### src/rtl/vpgc_pkg.sv
// Shared constants, types and the control program of the vending purchase block.
package vpgc_pkg;

   localparam int NUM_PRODUCTS = 16;
   localparam int NUM_DENOMS   = 4;
   localparam int NUM_REGS     = 4;

   localparam int PROD_IW = (NUM_PRODUCTS > 1) ? $clog2(NUM_PRODUCTS) : 1;
   localparam int DEN_IW  = (NUM_DENOMS > 1) ? $clog2(NUM_DENOMS) : 1;
   localparam int ADDR_W  = $clog2(NUM_REGS) + 2;
   localparam int UPC_W   = 5;

   localparam int VAL_W  = 16;
   localparam int CNT_W  = 8;
   localparam int PROD_W = VAL_W + CNT_W;
   localparam int DSUB_W = VAL_W + CNT_W - 1;
   localparam int BIT_W  = $clog2(CNT_W);

   // request functions
   localparam logic [1:0] F_LOAD = 2'd0;
   localparam logic [1:0] F_SET  = 2'd1;
   localparam logic [1:0] F_BUY  = 2'd2;

   // response status
   localparam logic [2:0] ST_SOLD      = 3'd0;
   localparam logic [2:0] ST_NOT_FOUND = 3'd1;
   localparam logic [2:0] ST_NO_STOCK  = 3'd2;
   localparam logic [2:0] ST_NO_FUNDS  = 3'd3;
   localparam logic [2:0] ST_NO_CHANGE = 3'd4;
   localparam logic [2:0] ST_ACK       = 3'd5;

   // datapath operations
   localparam logic [3:0] OP_NONE      = 4'd0;
   localparam logic [3:0] OP_WR_SLOT   = 4'd1;
   localparam logic [3:0] OP_SET_COIN  = 4'd2;
   localparam logic [3:0] OP_SRCH_INIT = 4'd3;
   localparam logic [3:0] OP_SRCH_STEP = 4'd4;
   localparam logic [3:0] OP_CALC_REST = 4'd5;
   localparam logic [3:0] OP_DEN_MUL   = 4'd6;
   localparam logic [3:0] OP_TAKE_ALL  = 4'd7;
   localparam logic [3:0] OP_DIV_STEP  = 4'd8;
   localparam logic [3:0] OP_DEN_NEXT  = 4'd9;
   localparam logic [3:0] OP_COMMIT    = 4'd10;
   localparam logic [3:0] OP_EMIT      = 4'd11;

   // jump conditions
   localparam logic [3:0] C_NEVER     = 4'd0;
   localparam logic [3:0] C_NO_REQ    = 4'd1;
   localparam logic [3:0] C_IS_LOAD   = 4'd2;
   localparam logic [3:0] C_IS_SET    = 4'd3;
   localparam logic [3:0] C_IS_BUY    = 4'd4;
   localparam logic [3:0] C_OUT_BUSY  = 4'd5;
   localparam logic [3:0] C_HIT       = 4'd6;
   localparam logic [3:0] C_SRCH_MORE = 4'd7;
   localparam logic [3:0] C_NO_STOCK  = 4'd8;
   localparam logic [3:0] C_NO_FUNDS  = 4'd9;
   localparam logic [3:0] C_DEN_ZERO  = 4'd10;
   localparam logic [3:0] C_FITS      = 4'd11;
   localparam logic [3:0] C_DIV_MORE  = 4'd12;
   localparam logic [3:0] C_DEN_MORE  = 4'd13;
   localparam logic [3:0] C_REST_NZ   = 4'd14;

   typedef logic [NUM_DENOMS-1:0][VAL_W-1:0] denom_arr_type;

   typedef struct packed {
      logic [3:0]       op;
      logic [3:0]       cond;
      logic [UPC_W-1:0] tgt;
      logic             last;
      logic [2:0]       st;
   } ctrl_type;

   typedef struct packed {
      logic no_req;
      logic is_load;
      logic is_set;
      logic is_buy;
      logic out_busy;
      logic hit;
      logic srch_more;
      logic no_stock;
      logic no_funds;
      logic den_zero;
      logic fits;
      logic div_more;
      logic den_more;
      logic rest_nz;
   } flags_type;

   function automatic logic [VAL_W-1:0] denom_reset(input int i);
      case (i)
         0:       return 16'd1;
         1:       return 16'd5;
         2:       return 16'd10;
         3:       return 16'd50;
         default: return '0;
      endcase
   endfunction

   function automatic ctrl_type uword(input logic [3:0] op, input logic [3:0] cond,
                                      input int tgt, input logic last,
                                      input logic [2:0] st);
      ctrl_type w;
      w.op   = op;
      w.cond = cond;
      w.tgt  = UPC_W'(tgt);
      w.last = last;
      w.st   = st;
      return w;
   endfunction

   // control store
   function automatic ctrl_type ucode(input logic [UPC_W-1:0] pc);
      case (pc)
         5'd0:    return uword(OP_NONE,      C_NO_REQ,    0,  1'b0, ST_ACK);
         5'd1:    return uword(OP_NONE,      C_IS_LOAD,   5,  1'b0, ST_ACK);
         5'd2:    return uword(OP_NONE,      C_IS_SET,    7,  1'b0, ST_ACK);
         5'd3:    return uword(OP_NONE,      C_IS_BUY,    9,  1'b0, ST_ACK);
         5'd4:    return uword(OP_EMIT,      C_OUT_BUSY,  4,  1'b1, ST_ACK);
         5'd5:    return uword(OP_WR_SLOT,   C_NEVER,     0,  1'b0, ST_ACK);
         5'd6:    return uword(OP_EMIT,      C_OUT_BUSY,  6,  1'b1, ST_ACK);
         5'd7:    return uword(OP_SET_COIN,  C_NEVER,     0,  1'b0, ST_ACK);
         5'd8:    return uword(OP_EMIT,      C_OUT_BUSY,  8,  1'b1, ST_ACK);
         5'd9:    return uword(OP_SRCH_INIT, C_NEVER,     0,  1'b0, ST_ACK);
         5'd10:   return uword(OP_SRCH_STEP, C_HIT,       13, 1'b0, ST_ACK);
         5'd11:   return uword(OP_NONE,      C_SRCH_MORE, 10, 1'b0, ST_ACK);
         5'd12:   return uword(OP_EMIT,      C_OUT_BUSY,  12, 1'b1, ST_NOT_FOUND);
         5'd13:   return uword(OP_NONE,      C_NO_STOCK,  22, 1'b0, ST_ACK);
         5'd14:   return uword(OP_CALC_REST, C_NO_FUNDS,  23, 1'b0, ST_ACK);
         5'd15:   return uword(OP_DEN_MUL,   C_DEN_ZERO,  18, 1'b0, ST_ACK);
         5'd16:   return uword(OP_TAKE_ALL,  C_FITS,      18, 1'b0, ST_ACK);
         5'd17:   return uword(OP_DIV_STEP,  C_DIV_MORE,  17, 1'b0, ST_ACK);
         5'd18:   return uword(OP_DEN_NEXT,  C_DEN_MORE,  15, 1'b0, ST_ACK);
         5'd19:   return uword(OP_NONE,      C_REST_NZ,   24, 1'b0, ST_ACK);
         5'd20:   return uword(OP_COMMIT,    C_NEVER,     0,  1'b0, ST_ACK);
         5'd21:   return uword(OP_EMIT,      C_OUT_BUSY,  21, 1'b1, ST_SOLD);
         5'd22:   return uword(OP_EMIT,      C_OUT_BUSY,  22, 1'b1, ST_NO_STOCK);
         5'd23:   return uword(OP_EMIT,      C_OUT_BUSY,  23, 1'b1, ST_NO_FUNDS);
         5'd24:   return uword(OP_EMIT,      C_OUT_BUSY,  24, 1'b1, ST_NO_CHANGE);
         default: return uword(OP_NONE,      C_NEVER,     0,  1'b1, ST_ACK);
      endcase
   endfunction

endpackage

### src/rtl/vpgc_csr.sv
// Denomination value registers behind the APB-style port.
module vpgc_csr import vpgc_pkg::*; (
   input  logic              clock,
   input  logic              reset,
   input  logic              psel,
   input  logic              penable,
   input  logic              pwrite,
   input  logic [ADDR_W-1:0] paddr,
   input  logic [31:0]       pwdata,
   output logic [31:0]       prdata,
   output logic              pready,
   output denom_arr_type     denom
);

   denom_arr_type       denom_ff;
   logic [ADDR_W-3:0]   ridx;
   logic                wr_en;

   assign ridx   = paddr[ADDR_W-1:2];
   assign wr_en  = psel && penable && pwrite;
   assign pready = 1'b1;
   assign denom  = denom_ff;

   always_ff @(posedge clock) begin
      if (reset) begin
         for (int i = 0; i < NUM_DENOMS; i++) begin
            denom_ff[i] <= denom_reset(i);
         end
      end else if (wr_en) begin
         for (int i = 0; i < NUM_DENOMS; i++) begin
            if (i < NUM_REGS && int'(ridx) == i) begin
               denom_ff[i] <= pwdata[VAL_W-1:0];
            end
         end
      end
   end

   always_comb begin
      prdata = '0;
      for (int i = 0; i < NUM_DENOMS; i++) begin
         if (i < NUM_REGS && int'(ridx) == i) begin
            prdata = 32'(denom_ff[i]);
         end
      end
   end

endmodule

### src/rtl/vpgc_useq.sv
// Step counter, control store and conditional jump logic.
module vpgc_useq import vpgc_pkg::*; (
   input  logic      clock,
   input  logic      reset,
   input  flags_type flags,
   output ctrl_type  ctrl,
   output logic      idle
);

   logic [UPC_W-1:0] upc_ff, upc_in;
   logic             taken;

   assign ctrl = ucode(upc_ff);
   assign idle = (upc_ff == '0);

   always_comb begin
      case (ctrl.cond)
         C_NEVER:     taken = 1'b0;
         C_NO_REQ:    taken = flags.no_req;
         C_IS_LOAD:   taken = flags.is_load;
         C_IS_SET:    taken = flags.is_set;
         C_IS_BUY:    taken = flags.is_buy;
         C_OUT_BUSY:  taken = flags.out_busy;
         C_HIT:       taken = flags.hit;
         C_SRCH_MORE: taken = flags.srch_more;
         C_NO_STOCK:  taken = flags.no_stock;
         C_NO_FUNDS:  taken = flags.no_funds;
         C_DEN_ZERO:  taken = flags.den_zero;
         C_FITS:      taken = flags.fits;
         C_DIV_MORE:  taken = flags.div_more;
         C_DEN_MORE:  taken = flags.den_more;
         C_REST_NZ:   taken = flags.rest_nz;
         default:     taken = 1'b0;
      endcase
   end

   always_comb begin
      if (taken) begin
         upc_in = ctrl.tgt;
      end else if (ctrl.last) begin
         upc_in = '0;
      end else begin
         upc_in = upc_ff + UPC_W'(1);
      end
   end

   always_ff @(posedge clock) begin
      if (reset) begin
         upc_ff <= '0;
      end else begin
         upc_ff <= upc_in;
      end
   end

endmodule

### src/rtl/vpgc_dp.sv
// Datapath: product table, coin counts, greedy change unit and response register.
module vpgc_dp import vpgc_pkg::*; (
   input  logic          clock,
   input  logic          reset,
   input  ctrl_type      ctrl,
   output flags_type     flags,
   input  denom_arr_type denom,
   input  logic          req_valid,
   input  logic          accept,
   input  logic [1:0]    req_func,
   input  logic [3:0]    req_slot,
   input  logic [15:0]   req_item_code,
   input  logic [15:0]   req_item_price,
   input  logic [7:0]    req_item_stock,
   input  logic [1:0]    req_denom_index,
   input  logic [7:0]    req_denom_count,
   input  logic [15:0]   req_budget,
   output logic          rsp_valid,
   output logic [2:0]    rsp_status,
   output logic [15:0]   rsp_change,
   input  logic          rsp_stall
);

   // product table
   logic [VAL_W-1:0] code_ff  [NUM_PRODUCTS];
   logic [VAL_W-1:0] price_ff [NUM_PRODUCTS];
   logic [CNT_W-1:0] stock_ff [NUM_PRODUCTS];
   logic [NUM_PRODUCTS-1:0] pvalid_ff;

   logic [CNT_W-1:0] coin_ff  [NUM_DENOMS];
   logic [CNT_W-1:0] trial_ff [NUM_DENOMS];

   // latched request
   logic [1:0]  func_ff;
   logic [3:0]  slot_ff;
   logic [15:0] icode_ff, iprice_ff, budget_ff;
   logic [7:0]  istock_ff, dcount_ff;
   logic [1:0]  didx_ff;

   logic [PROD_IW:0]    idx_ff;
   logic [DEN_IW-1:0]   j_ff;
   logic [VAL_W-1:0]    rest_ff, chg_ff;
   logic [PROD_W-1:0]   prod_ff;
   logic [BIT_W-1:0]    bit_ff;
   logic [CNT_W-1:0]    q_ff;

   logic                rsp_valid_ff, rsp_valid_in;
   logic [2:0]          rsp_status_ff;
   logic [15:0]         rsp_change_ff;

   logic [PROD_IW-1:0]  sel;
   logic [VAL_W-1:0]    v_cur;
   logic [CNT_W-1:0]    cnt_cur;
   logic [DSUB_W-1:0]   dsub;
   logic                dfit;
   logic [CNT_W-1:0]    qn;
   logic                out_busy, emit_go;

   assign sel      = idx_ff[PROD_IW-1:0];
   assign v_cur    = denom[j_ff];
   assign cnt_cur  = trial_ff[j_ff];
   assign dsub     = DSUB_W'(v_cur) << bit_ff;
   assign dfit     = dsub <= DSUB_W'(rest_ff);
   assign qn       = dfit ? (q_ff | (CNT_W'(1) << bit_ff)) : q_ff;
   assign out_busy = rsp_valid_ff && rsp_stall;
   assign emit_go  = (ctrl.op == OP_EMIT) && !out_busy;

   always_comb begin
      flags.no_req    = !req_valid;
      flags.is_load   = (func_ff == F_LOAD);
      flags.is_set    = (func_ff == F_SET);
      flags.is_buy    = (func_ff == F_BUY);
      flags.out_busy  = out_busy;
      flags.hit       = pvalid_ff[sel] && (code_ff[sel] == icode_ff);
      flags.srch_more = (32'(idx_ff) < NUM_PRODUCTS);
      flags.no_stock  = (stock_ff[sel] == '0);
      flags.no_funds  = (budget_ff < price_ff[sel]);
      flags.den_zero  = (v_cur == '0);
      flags.fits      = (prod_ff <= PROD_W'(rest_ff));
      flags.div_more  = (bit_ff != '0);
      flags.den_more  = (j_ff != '0);
      flags.rest_nz   = (rest_ff != '0);
   end

   always_ff @(posedge clock) begin
      if (accept) begin
         func_ff   <= req_func;
         slot_ff   <= req_slot;
         icode_ff  <= req_item_code;
         iprice_ff <= req_item_price;
         istock_ff <= req_item_stock;
         didx_ff   <= req_denom_index;
         dcount_ff <= req_denom_count;
         budget_ff <= req_budget;
      end
   end

   // table payload
   always_ff @(posedge clock) begin
      if (ctrl.op == OP_WR_SLOT && 32'(slot_ff) < NUM_PRODUCTS) begin
         code_ff[PROD_IW'(slot_ff)]  <= icode_ff;
         price_ff[PROD_IW'(slot_ff)] <= iprice_ff;
         stock_ff[PROD_IW'(slot_ff)] <= istock_ff;
      end else if (ctrl.op == OP_COMMIT) begin
         stock_ff[sel] <= stock_ff[sel] - CNT_W'(1);
      end
   end

   always_ff @(posedge clock) begin
      if (reset) begin
         pvalid_ff <= '0;
      end else if (ctrl.op == OP_WR_SLOT && 32'(slot_ff) < NUM_PRODUCTS) begin
         pvalid_ff[PROD_IW'(slot_ff)] <= 1'b1;
      end
   end

   always_ff @(posedge clock) begin
      if (reset) begin
         for (int i = 0; i < NUM_DENOMS; i++) begin
            coin_ff[i] <= '0;
         end
      end else if (ctrl.op == OP_SET_COIN && 32'(didx_ff) < NUM_DENOMS) begin
         coin_ff[DEN_IW'(didx_ff)] <= dcount_ff;
      end else if (ctrl.op == OP_COMMIT) begin
         for (int i = 0; i < NUM_DENOMS; i++) begin
            coin_ff[i] <= trial_ff[i];
         end
      end
   end

   // search and greedy change sequencing
   always_ff @(posedge clock) begin
      case (ctrl.op)
         OP_SRCH_INIT: begin
            idx_ff <= '0;
            j_ff   <= DEN_IW'(NUM_DENOMS - 1);
            for (int i = 0; i < NUM_DENOMS; i++) begin
               trial_ff[i] <= coin_ff[i];
            end
         end
         OP_SRCH_STEP: begin
            if (!flags.hit) begin
               idx_ff <= idx_ff + (PROD_IW + 1)'(1);
            end
         end
         OP_CALC_REST: begin
            rest_ff <= budget_ff - price_ff[sel];
            chg_ff  <= budget_ff - price_ff[sel];
         end
         OP_DEN_MUL: begin
            prod_ff <= PROD_W'(cnt_cur) * PROD_W'(v_cur);
         end
         OP_TAKE_ALL: begin
            if (flags.fits) begin
               rest_ff     <= rest_ff - prod_ff[VAL_W-1:0];
               trial_ff[j_ff] <= '0;
            end else begin
               // quotient is known to be below the coin count, so 8 bits do
               bit_ff <= BIT_W'(CNT_W - 1);
               q_ff   <= '0;
            end
         end
         OP_DIV_STEP: begin
            if (dfit) begin
               rest_ff <= rest_ff - dsub[VAL_W-1:0];
            end
            q_ff <= qn;
            if (bit_ff == '0) begin
               trial_ff[j_ff] <= cnt_cur - qn;
            end else begin
               bit_ff <= bit_ff - BIT_W'(1);
            end
         end
         OP_DEN_NEXT: begin
            j_ff <= j_ff - DEN_IW'(1);
         end
         default: begin
         end
      endcase
   end

   // response register
   always_comb begin
      if (emit_go) begin
         rsp_valid_in = 1'b1;
      end else if (!rsp_stall) begin
         rsp_valid_in = 1'b0;
      end else begin
         rsp_valid_in = rsp_valid_ff;
      end
   end

   always_ff @(posedge clock) begin
      if (reset) begin
         rsp_valid_ff <= 1'b0;
      end else begin
         rsp_valid_ff <= rsp_valid_in;
      end
   end

   always_ff @(posedge clock) begin
      if (emit_go) begin
         rsp_status_ff <= ctrl.st;
         rsp_change_ff <= (ctrl.st == ST_SOLD) ? chg_ff : '0;
      end
   end

   assign rsp_valid  = rsp_valid_ff;
   assign rsp_status = rsp_status_ff;
   assign rsp_change = rsp_change_ff;

endmodule

### src/rtl/vending_purchase_greedy_change.sv
// Top level of the vending purchase block with greedy change.
//
// Request channel (req_*): one request per purchase-side action. func selects
// load product slot, set coin count or buy. A request is taken when req_valid
// is high and req_stall low; req_stall is high during reset and while a request is in work.
// Response channel (rsp_*): exactly one response (status, change) per request,
// held in an output register until taken (rsp_valid high, rsp_stall low).
// A new request is accepted while the last response still waits.
// Control: a 25-step program in a control store drives the datapath.
// Sequence: decode dispatches on func; a load writes the product slot and a set
// writes the coin count, each then emits its response. A buy searches the table
// slot by slot, checks stock and funds, and per denomination skips a zero value,
// takes all coins when they fit or else runs an 8-step restoring quotient, and
// finally checks the remaining change, commits and responds. One request at a time.
// Stall: when the response register is still full and stalled, the program
// holds at its response step; no state is lost.
// Reset: synchronous; clears product valid bits, coin counts and the program
// counter, and restores the denomination values to 1, 5, 10 and 50.
// CSR: four 16-bit denomination registers at byte addresses 0, 4, 8, 12.
module vending_purchase_greedy_change import vpgc_pkg::*; (
   input  logic              clock,
   input  logic              reset,
   // request channel
   input  logic              req_valid,
   output logic              req_stall,
   input  logic [1:0]        req_func,
   input  logic [3:0]        req_slot,
   input  logic [15:0]       req_item_code,
   input  logic [15:0]       req_item_price,
   input  logic [7:0]        req_item_stock,
   input  logic [1:0]        req_denom_index,
   input  logic [7:0]        req_denom_count,
   input  logic [15:0]       req_budget,
   // response channel
   output logic              rsp_valid,
   input  logic              rsp_stall,
   output logic [2:0]        rsp_status,
   output logic [15:0]       rsp_change,
   // configuration port
   input  logic              psel,
   input  logic              penable,
   input  logic              pwrite,
   input  logic [ADDR_W-1:0] paddr,
   input  logic [31:0]       pwdata,
   output logic [31:0]       prdata,
   output logic              pready
);

   ctrl_type      ctrl;
   flags_type     flags;
   denom_arr_type denom;
   logic          idle;
   logic          accept;

   // requests enter only at the wait step of the program, never in reset
   assign req_stall = reset || !idle;
   assign accept    = req_valid && idle && !reset;

   vpgc_csr u_csr (
      .clock   (clock),
      .reset   (reset),
      .psel    (psel),
      .penable (penable),
      .pwrite  (pwrite),
      .paddr   (paddr),
      .pwdata  (pwdata),
      .prdata  (prdata),
      .pready  (pready),
      .denom   (denom)
   );

   vpgc_useq u_useq (
      .clock (clock),
      .reset (reset),
      .flags (flags),
      .ctrl  (ctrl),
      .idle  (idle)
   );

   vpgc_dp u_dp (
      .clock           (clock),
      .reset           (reset),
      .ctrl            (ctrl),
      .flags           (flags),
      .denom           (denom),
      .req_valid       (req_valid),
      .accept          (accept),
      .req_func        (req_func),
      .req_slot        (req_slot),
      .req_item_code   (req_item_code),
      .req_item_price  (req_item_price),
      .req_item_stock  (req_item_stock),
      .req_denom_index (req_denom_index),
      .req_denom_count (req_denom_count),
      .req_budget      (req_budget),
      .rsp_valid       (rsp_valid),
      .rsp_status      (rsp_status),
      .rsp_change      (rsp_change),
      .rsp_stall       (rsp_stall)
   );

endmodule

### config.mk
export PLATFORM = sky130hd
export DESIGN_NAME = vending_purchase_greedy_change
export DESIGN_NICKNAME = d
export VERILOG_FILES = /design/src/rtl/vpgc_pkg.sv /design/src/rtl/vpgc_csr.sv /design/src/rtl/vpgc_useq.sv /design/src/rtl/vpgc_dp.sv /design/src/rtl/vending_purchase_greedy_change.sv
export SDC_FILE = /design/constraint.sdc
export NUM_CORES = 2
export LEC_CHECK = 0
export ABC_AREA = 1
export BUFFER_PORTS_ARGS = -buffer_cell sky130_fd_sc_hd__buf_2
export CAP_MARGIN = 20
export CORE_ASPECT_RATIO = 1.1
export CORE_MARGIN = 1.5
export CORE_UTILIZATION = 44
export DETAILED_ROUTE_END_ITERATION = 12
export HOLD_SLACK_MARGIN = 0.1
export PLACE_DENSITY_LB_ADDON = 0.08
export REMOVE_ABC_BUFFERS = 1
export SETUP_SLACK_MARGIN = 0.3
export SYNTH_ARGS = -nofsm -noshare
export SYNTH_HDL_FRONTEND = slang
export SYNTH_SLANG_ARGS = --single-unit
### constraint.sdc
create_clock -name clock -period 10.4 [get_ports clock]
set_input_delay 0.52 -clock clock [delete_from_list [all_inputs] [get_ports clock]]
set_output_delay 0.52 -clock clock [all_outputs]
set_load 0.05 [all_outputs]
==> results.py <==
metrics = {
    "cts": {
        "hold_buffers": 88,
        "numCtsBuffers": 105,
        "ctsResizeCount": 0,
        "cts-root-buf": "clkbuf_16",
        "clk_latency_ns": 0.71,
        "clkTransAtPathRegs_ns": 0.06,
        "cts_setup_buffers": 0,
        "clock_path_buffers": 3,
        "cts-htree-levels": 3,
        "cts_tree": "built",
        "clkSinkCount": 978,
    },
    "setup_path": {
        "cp-start-kind": "register",
        "r2r_end": "u_dp.prod_ff[23]",
        "worstPathMaxFanout": 25,
        "reg2reg_setup_slack_ns": 2.99,
        "endpoint_kind": "register",
        "crit_required_ns": 10.85,
        "rr_worst_depth": 24,
        "worst_path_max_delay_cell": "dfxtp_1",
        "crit_path_cell_trace": "inv_1 > nand2_1 > a32oi_1 > buf_4 > inv_1 > nor2_1 > fa_1 > inv_1 > fa_1 > fa_1 > fa_1 > inv_1 > ha_1 > a21oi_1 > a21boi_0 > o21bai_1 > a21boi_0 > o21ai_0 > a21boi_0 > o21ai_0 > a21oi_1 > nor2_1 > nor2_1 > xor2_1",
        "criticalPathCategory": "reg -> reg",
        "critPathMaxStageDelay_ns": 0.92,
        "cp.arrival_ns": 7.86,
    },
    "detailed_routing": {
        "remaining_drc_errors": 0,
        "drtIter0Drc": 2522,
        "wire_per_inst_microns": 20.4,
        "vias": 33233,
        "wl_microns": 127000,
        "final_antenna_net_count": 0,
        "via_per_inst": 5.33,
        "dr.pass1.iters": 5,
    },
    "sta": {
        "slew-limit-headroom": 0.300,
        "slew_viol_final": 0,
        "fin_crit_sh": 0.712,
        "period_needed_ns": 7.41,
        "hold_viol": 0,
        "worstMarginPinSlew_ns": 1.04,
        "finalSetupViolCount": 0,
        "fin_worst_skew_ns": 0.0469,
        "layout_setup_ws_ns": 2.99,
        "rsz0062_at_grt": "false",
        "max_freq_mhz": 135,
    },
    "logic_synthesis": {
        "synth_top_flop_cell": "edfxtp_1",
        "synth_compound_area_frac": 0.0934,
        "syn-cell-area_sq_mm": 0.0471,
        "yosysMostFrequentCell": "edfxtp_1",
        "synth_seq_cells": 978,
        "synth_warnings": 0,
        "synth_top_family_by_area": "simple AND/OR/NAND/NOR gates",
        "syn_avg_cell_area_sq_um": 10.3,
        "synthCells": 4566,
        "synthTopCellsByCount": "869 x edfxtp_1, 825 x nand2_1, 693 x nor2_1",
        "synth_cell_types": 54,
        "synth_area_leaders": "edfxtp_1 55%, nand2_1 6.6%, nor2_1 5.5%, dfxtp_1 4.6%, o21ai_0 4.4%",
        "synth-adder-area-share": 0.0720,
        "synth_edf_count": 869,
        "async_flop_share": 0,
        "synth_mux_area_frac": 0.00340,
        "yosys.area_share.simple": 0.162,
        "synthXorXnorAreaFrac": 0.00929,
        "yosysTopAreaCell": "edfxtp_1",
        "yosysSeqAreaShare": 0.600,
        "synth_top_area_frac": 0.553,
    },
    "cells_and_area": {
        "drive_above_1_share": 0.0862,
        "area_growth_pct": 13.4,
        "fill_cells": 9635,
        "design_area_sq_mm": 0.0535,
        "insertedDiodeCount": 0,
        "final_cells": 6236,
        "fin_util": 0.505,
        "layout.nets": 5082,
    },
    "hold_path": {
        "hp-start": "reset",
        "hold_depth": 2,
        "hold_class": "in -> reg",
        "min_to": "u_dp.pvalid_ff[5]",
    },
    "grt": {
        "grt_pass1_wl_microns": 193000,
        "grt_max_degree": 146,
        "antenna_found_initial": 2,
        "grtUsageTotal": 0.232,
        "grt_pass1_vias": 32042,
        "gr-total-overflow": 0,
    },
    "run": {
        "maxCapViolCount": 0,
    },
    "power": {
        "worst_ir_drop_vdd_uv": 343,
        "power_density_mw_per_mm2": 301,
        "power_mw": 16.1,
        "p_leak_nw": 20.8,
    },
    "placement": {
        "dp.cells": 5949,
        "gp_congestion": 0.876,
        "pre_cts_slack_ns": 3.16,
        "dp_hpwl_microns": 76500,
        "io_buffers": 133,
        "place_area_sq_mm": 0.0491,
    },
    "die": {
        "num_io_pins": 169,
        "fp-row-count": 125,
        "core_area_sq_mm": 0.106,
        "start_util": 0.445,
        "die_w_microns": 315,
        "fp.dieH_microns": 346,
        "die-area_sq_mm": 0.109,
    },
    "run_status": {
        "outcome": "finished clean",
    },
}
==> through the flow <==
stage                     setup TNS [ns]  hold slack, ns
after floorplan                  -139.13           0.400
after global placement                 0           0.450
after detailed placement               0           0.460
after CTS                              0           0.241
after global routing                   0           0.281
final                                  0           0.285
==> metal layers <==
layer  up-vias  global-route usage  wire length (microns)
met5         -                   0                     11
li1      15987                   -                      -
met4         2              0.0650                   2750
met3       168              0.0265                   6280
met1     16197               0.324                  57500
met2       879               0.381                  60800
==> cell families (layout without fill, tap and decap cells) <==
| family | after synthesis | count (layout) |
|---|---|---|
| compound gates | 765 | 765 |
| xor+xnor | 50 | 50 |
| fa+ha+maj | 219 | 219 |
| buf+inv | 665 | 923 |
| flops | 978 | 978 |
| mux | 16 | 16 |
| other cells | 2 | 17 |
| simple gates | 1871 | 1871 |
==> state kept, by name, indices dropped and copies added (netlist names), 8 cells and up, named ones only <==
name / count
u_dp.istock_ff: 8
u_dp.coin_ff: 32
u_dp.budget_ff: 16
u_dp.rest_ff: 16
u_dp.code_ff: 256
u_dp.pvalid_ff: 16
u_dp.stock_ff: 128
u_dp.prod_ff: 24
u_useq.ctrl: 17
u_dp.icode_ff: 16
u_dp.q_ff: 8
u_dp.iprice_ff: 16
u_csr.denom: 64
u_dp.price_ff: 256
u_dp.dcount_ff: 8
u_dp.chg_ff: 16
u_dp.rsp_change: 16
u_dp.trial_ff: 32
==> area by class of cell <==
type,instances,area (sq um),area share
clock inverters,68,708,0.0132
repair buffers,284,2030,0.0379
well taps,1397,1750,0.0327
inverters,441,1670,0.0312
flip-flops and latches,978,28300,0.529
multi-input cells,2938,16200,0.303
clock buffers,130,2800,0.0524
==> worst max-delay path by stage <==
stage                     startpoint                to  slack [ns]  cells after the start
after detailed placement    register  u_dp.prod_ff[23]        3.16                     24
after global placement      register  u_dp.prod_ff[23]        3.26                     24
after CTS                   register  u_dp.prod_ff[23]        3.16                     24
after floorplan             register   u_useq.ctrl[11]       -2.17                     22
after global routing        register  u_dp.prod_ff[23]        2.60                     24
final                       register  u_dp.prod_ff[23]        2.99                     24
==> placed cells by master (no fill, tap or decap), drive strengths merged, types with 109 or more instances in the layout <==
master  instances
nand2         831
inv           435
nand3         269
clkbuf        130
buf           196
dfxtp         109
edfxtp        869
o21ai         451
ha            132
nor2          700
==> critical path, delay by kind of cell (launching register included) <==
kind	cells	cell delay (ns)
AO/OA/AOI/OAI	9	2.26
flip-flops	1	0.92
XOR/XNOR	1	0.07
AND/OR/NAND/NOR	4	0.44
buffers and inverters	5	1.09
adder cells (fa/ha/maj)	5	2.36
==> power by group <==
part | switching, mW | internal, mW | leakage, nW | total [mW]
logic | 4.60 | 2.49 | 10.3 | 7.08
registers | 0.282 | 4.95 | 8.77 | 5.23
clock network | 1.60 | 2.17 | 1.71 | 3.78
Power figures use the tool's default switching activity.
